### src/grpm_pkg.sv
// shared constants, register codes and lane control type for the gain and meter block
package grpm_pkg;

  // fixed field widths
  localparam int unsigned IN_CH           = 2;
  localparam int unsigned DEF_CHANNELS    = 2;
  localparam int unsigned DEF_SAMPLE_BITS = 24;
  localparam int unsigned GAIN_W          = 24;
  localparam int unsigned INC_W           = 25;
  localparam int unsigned STEPS_W         = 14;
  localparam int unsigned ALPHA_W         = 16;
  localparam int unsigned MS_W            = 32;
  localparam int unsigned GAIN_FRAC       = 20;
  localparam int unsigned CFG_IDX_W       = 3;
  localparam int unsigned CFG_DATA_W      = 24;

  // register reset values
  localparam logic [GAIN_W-1:0]  UNITY_GAIN     = 24'd1048576;
  localparam logic [STEPS_W-1:0] RAMP_STEPS_RST = 14'd960;
  localparam logic [ALPHA_W-1:0] ALPHA_RST      = 16'd65396;

  // configuration register indexes
  typedef enum logic [CFG_IDX_W-1:0] {
    REG_GAIN_TARGET  = 3'd0,
    REG_RAMP_STEPS   = 3'd1,
    REG_ALPHA_RMS    = 3'd2,
    REG_PHASE_INVERT = 3'd3,
    REG_BYPASS       = 3'd4
  } cfg_idx_e;

  // per-stage strobes from the sequencer to every lane
  typedef struct packed {
    logic load;
    logic clear_peak;
    logic mul;
    logic sat;
    logic sqr;
    logic msa;
    logic msb;
    logic commit;
  } lane_ctrl_t;

endpackage

### src/grpm_div.sv
// restoring divider for the gain ramp increment, one quotient bit per cycle
module grpm_div (
  input  logic                               clk_i,
  input  logic                               rst_ni,
  input  logic                               start_i,
  input  logic                               kill_i,
  input  logic [grpm_pkg::GAIN_W-1:0]        dividend_i,
  input  logic [grpm_pkg::STEPS_W-1:0]       divisor_i,
  input  logic                               negate_i,
  output logic                               busy_o,
  output logic                               done_o,
  output logic signed [grpm_pkg::INC_W-1:0]  quotient_o
);
  import grpm_pkg::*;

  localparam int unsigned CNT_W = $clog2(GAIN_W + 1);

  logic                 busy_q, busy_d;
  logic                 done_q, done_d;
  logic [CNT_W-1:0]     cnt_q, cnt_d;
  logic [GAIN_W-1:0]    quo_q, quo_d;
  logic [STEPS_W-1:0]   rem_q, rem_d;
  logic [STEPS_W-1:0]   div_q, div_d;
  logic                 neg_q, neg_d;
  logic [STEPS_W:0]     trial;
  logic [STEPS_W:0]     trial_sub;
  logic                 fits;
  logic signed [INC_W-1:0] quo_ext;

  // one trial subtraction per cycle
  assign trial     = {rem_q, quo_q[GAIN_W-1]};
  assign trial_sub = trial - {1'b0, div_q};
  assign fits      = (trial >= {1'b0, div_q});

  // step control
  always_comb begin
    busy_d = busy_q;
    done_d = 1'b0;
    cnt_d  = cnt_q;
    quo_d  = quo_q;
    rem_d  = rem_q;
    div_d  = div_q;
    neg_d  = neg_q;
    if (kill_i) begin
      busy_d = 1'b0;
    end else if (start_i) begin
      busy_d = 1'b1;
      cnt_d  = CNT_W'(GAIN_W);
      quo_d  = dividend_i;
      rem_d  = '0;
      div_d  = divisor_i;
      neg_d  = negate_i;
    end else if (busy_q) begin
      quo_d = {quo_q[GAIN_W-2:0], fits};
      rem_d = fits ? trial_sub[STEPS_W-1:0] : trial[STEPS_W-1:0];
      cnt_d = cnt_q - 1'b1;
      if (cnt_q == CNT_W'(1)) begin
        busy_d = 1'b0;
        done_d = 1'b1;
      end
    end
  end

  // control state
  always_ff @(posedge clk_i or negedge rst_ni) begin
    if (!rst_ni) begin
      busy_q <= 1'b0;
      done_q <= 1'b0;
    end else begin
      busy_q <= busy_d;
      done_q <= done_d;
    end
  end

  // datapath
  always_ff @(posedge clk_i) begin
    cnt_q <= cnt_d;
    quo_q <= quo_d;
    rem_q <= rem_d;
    div_q <= div_d;
    neg_q <= neg_d;
  end

  // signed increment, truncated toward zero
  assign quo_ext    = $signed({1'b0, quo_q});
  assign quotient_o = neg_q ? -quo_ext : quo_ext;
  assign busy_o     = busy_q | done_q;
  assign done_o     = done_q;

endmodule

### config.mk
export PLATFORM = sky130hd
export DESIGN_NAME = grpm_div
export DESIGN_NICKNAME = d
export VERILOG_FILES = /design/src/grpm_pkg.sv /design/src/grpm_div.sv
export SDC_FILE = /design/constraint.sdc
export NUM_CORES = 1
export LEC_CHECK = 0
export ABC_CLOCK_PERIOD_IN_PS = 3700
export BUFFER_PORTS_ARGS = -buffer_cell sky130_fd_sc_hd__buf_2
export CORE_MARGIN = 4
export CORE_UTILIZATION = 38
export DETAILED_ROUTE_END_ITERATION = 10
export PLACE_DENSITY = 0.65
export SYNTH_ARGS = -nofsm -noshare
export SYNTH_HDL_FRONTEND = slang
export SYNTH_SLANG_ARGS = --single-unit
### constraint.sdc
create_clock -name clk_i -period 3.7 [get_ports clk_i]
set_input_delay 0.37 -clock clk_i [delete_from_list [all_inputs] [get_ports clk_i]]
set_output_delay 0.37 -clock clk_i [all_outputs]
set_load 0.02 [all_outputs]
==> results.json <==
{
  "grt_use_total": 0.141,
  "setup_tns_ns": 0,
  "crit_family": "simple AND/OR/NAND/NOR gates",
  "cts_tree": "built",
  "peakVddDrop_mv": 0.150,
  "tightest_slew_ns": 0.684,
  "layout-drive-gt1-share": 0.287,
  "final_cell_mix": "buf_2 (69), edfxtp_1 (58), xnor2_1 (26)",
  "final_common_cell": "buf_2",
  "power_density_nw_per_um2": 433,
  "num_rows": 35,
  "startpoint": "quo_q[10]",
  "reg2reg_depth": 10,
  "hpwlAfterDp_microns": 5820,
  "synth-simple-area-share": 0.130,
  "r2r-end": "rem_q[12]",
  "final-seq-area_sq_um": 1790,
  "cts_buffer_depth": 2,
  "place.gp.congestion": 0.809,
  "utilization": 0.469,
  "final_cell_area_sq_um": 4400,
  "fin_crit_ns": 3.07,
  "synth_seq_cells": 60,
  "synth_cell_types": 51,
  "synth_mux_area_frac": 0.0859,
  "grt_setup_unrepaired": "no",
  "p_int_mw": 1.33,
  "die-area_sq_um": 11400,
  "overflow": 0,
  "crit_chain": "or3_1, or2_1, or3_1, or3_4, o41ai_4, xnor2_1, buf_2",
  "hold_viol_final": 0,
  "crit_top_cell": "or3_1",
  "path_depth": 7,
  "cts_root_buf": "clkbuf_8",
  "hold_end": "div_q[9]",
  "p_sw_mw": 0.576,
  "worst_setup_path_start_kind": "flip-flop",
  "drt-vias-per-instance": 5.08,
  "critPathSlowestCell": "edfxtp_1",
  "drc": 0,
  "antenna_found_initial": 0,
  "grt-busiest-layer": "met2",
  "max_stage_delay_ns": 0.43,
  "synth_edf_count": 58,
  "grt_pass1_vias": 2767,
  "path_clk_slew_ns": 0.07,
  "switching_share": 0.302,
  "dr_total_vias": 2742,
  "hold_start": "divisor_i[9]",
  "ant_nets": 0,
  "crit_fanout": 5,
  "post_drt_wl_per_cell_microns": 14.3,
  "multi_input_area_sq_um": 1790,
  "netlist_area_sq_um": 3700,
  "use_met2": 0.223,
  "yosys_warnings": 0,
  "synth_top_family_by_area": "simple AND/OR/NAND/NOR gates",
  "power.share.combinational": 0.248,
  "finalMaxSlewViolations": 0,
  "dieHeight_microns": 107,
  "hold_ws_ns": 0.193,
  "num-fill-cells": 904,
  "skew_ns": 0.00876,
  "hold_buffers": 1,
  "syn_area_per_cell_sq_um": 11.1,
  "cp-end-kind": "output port",
  "area_delta_synth_final_pct": 18.8,
  "grt_pass1_wl_microns": 12800,
  "synth-xor-area-share": 0.0781,
  "synth_nets": 394,
  "routed_wl_microns": 7700,
  "initial_core_util": 0.395,
  "post-place-ws_ns": 1.00,
  "yosys.area.top_type": "edfxtp_1",
  "insertion_delay_ns": 0.35,
  "cts_setup_buffers": 0,
  "cts_buffers": 9,
  "die_x_microns": 107,
  "r2r-start": "quo_q[23]",
  "first_iter_violations": 129,
  "timing.final.crit_share": 0.830,
  "max_slew_margin": 0.544,
  "synth_top_cell_area_share": 0.471,
  "synth_ff_type": "edfxtp_1",
  "status": "completed",
  "max_freq_ghz": 0.326,
  "cp.arrival_ns": 2.70,
  "hold_class": "in2reg",
  "grt_start_max_net_pins": 44,
  "cp_data_required_time_ns": 3.33,
  "synth-compound-area-share": 0.121,
  "htree_levels": 3,
  "synth_area_leaders": "edfxtp_1 (47%), mux2_2 (6.7%), xnor2_1 (6.2%)",
  "crit_type": "reg2out",
  "seqPwrFrac": 0.449,
  "io_pins": 70,
  "clkSinkCount": 60,
  "cts_resized": 0,
  "cp_num_buf_inv": 1,
  "regToRegSetupSlack_ns": 1.00,
  "core_sq_um": 9370,
  "holdPathStages": 1,
  "synth_fa_ha_area_frac": 0.0663,
  "final-setup-viol-count": 0,
  "antennaDiodeCount": 0,
  "ys_seq_area_frac": 0.484,
  "synthCells": 332,
  "grtUsageMet3": 0.0313,
  "p_leak_nw": 1.81,
  "grtUsageMet1": 0.182,
  "layout_setup_ws_ns": 0.630,
  "power.share.clock": 0.302,
  "final_nets": 468,
  "io_buffers": 69,
  "drv_cap": 0,
  "drt-pass1-iter-count": 5,
  "async_reset_ff_frac": 0.0333,
  "place_area_sq_um": 4200
}
==> synthesized netlist by cell type (3+ instances only) <==
library cell / count
edfxtp_1: 58
nor2_1: 26
xnor2_1: 26
inv_1: 23
mux2_2: 22
nand2_1: 20
ha_1: 18
a21oi_1: 16
o21ai_0: 16
clkbuf_1: 9
a21o_1: 7
and3_1: 7
mux2i_1: 7
nor3_1: 7
xor2_1: 7
and2_1: 5
a211oi_1: 4
nand3_1: 4
o31ai_1: 4
and4_1: 3
or3_1: 3
or4_1: 3
==> cell type report <==
| class | count | area share |
|---|---|---|
| Multi-Input combinational cell | 239 | 0.407 |
| Inverter | 23 | 0.0196 |
| Tap cell | 129 | 0.0367 |
| Clock buffer | 9 | 0.0282 |
| Sequential cell | 60 | 0.407 |
| Timing Repair Buffer | 73 | 0.0859 |
| Clock inverter | 7 | 0.0154 |
==> through the flow <==
step                instances  power, mW
floorplan                 332       1.21
global placement          523       1.33
detailed placement        523       1.34
CTS                       540       1.93
global route              540       2.01
finish                    540       1.90
==> routing by layer <==
| layer | routed length (microns) | vias to the layer above |
|---|---|---|
| li1 | - | 1381 |
| met4 | 197 | 0 |
| met3 | 477 | 13 |
| met2 | 3470 | 77 |
| met1 | 3560 | 1271 |
| met5 | 0 | - |
==> how the worst max path moves through the flow <==
stage	endpoint	slack, ns
after global placement	rem_q[12]	1.02
after detailed placement	quotient_o[22]	1.0
final	quotient_o[22]	0.63
after CTS	quotient_o[22]	0.60
after floorplan	cnt_q[0]	0.45
after global routing	quotient_o[18]	0.47
==> state kept, by name, indices dropped and copies added (netlist names) <==
name	flops
rem_q	14
quo_q	24
busy_q	1
cnt_q	5
neg_q	1
done_o	1
div_q	14
==> kinds of logic (layout without fill, tap and decap cells) <==
logic type,count (synthesis),after routing
flops,60,60
fa+ha+maj,19,19
compound gates,65,65
buf+inv,33,112
simple gates,93,93
mux,29,29
xor+xnor,33,33
==> power by group through the flow <==
stage                     registers, mW  clock network, mW  logic [mW]
after detailed placement          0.870                  0       0.472
after CTS                         0.856              0.594       0.476
final                             0.855              0.576       0.472
after global placement            0.869                  0       0.464
after global routing              0.863              0.619       0.528
after floorplan                   0.857                  0       0.354
==> worst register-to-register path, delay by kind of cell (launching register included) <==
family	cells	cell delay [ns]
xor gates and xnor gates	1	0.17
buffers and inverters	2	0.18
DFF	1	0.43
adders and majority gates	2	0.56
AOI/OAI and AO/OA	5	1.13
Note: power is estimated with default switching activity, not from simulation.
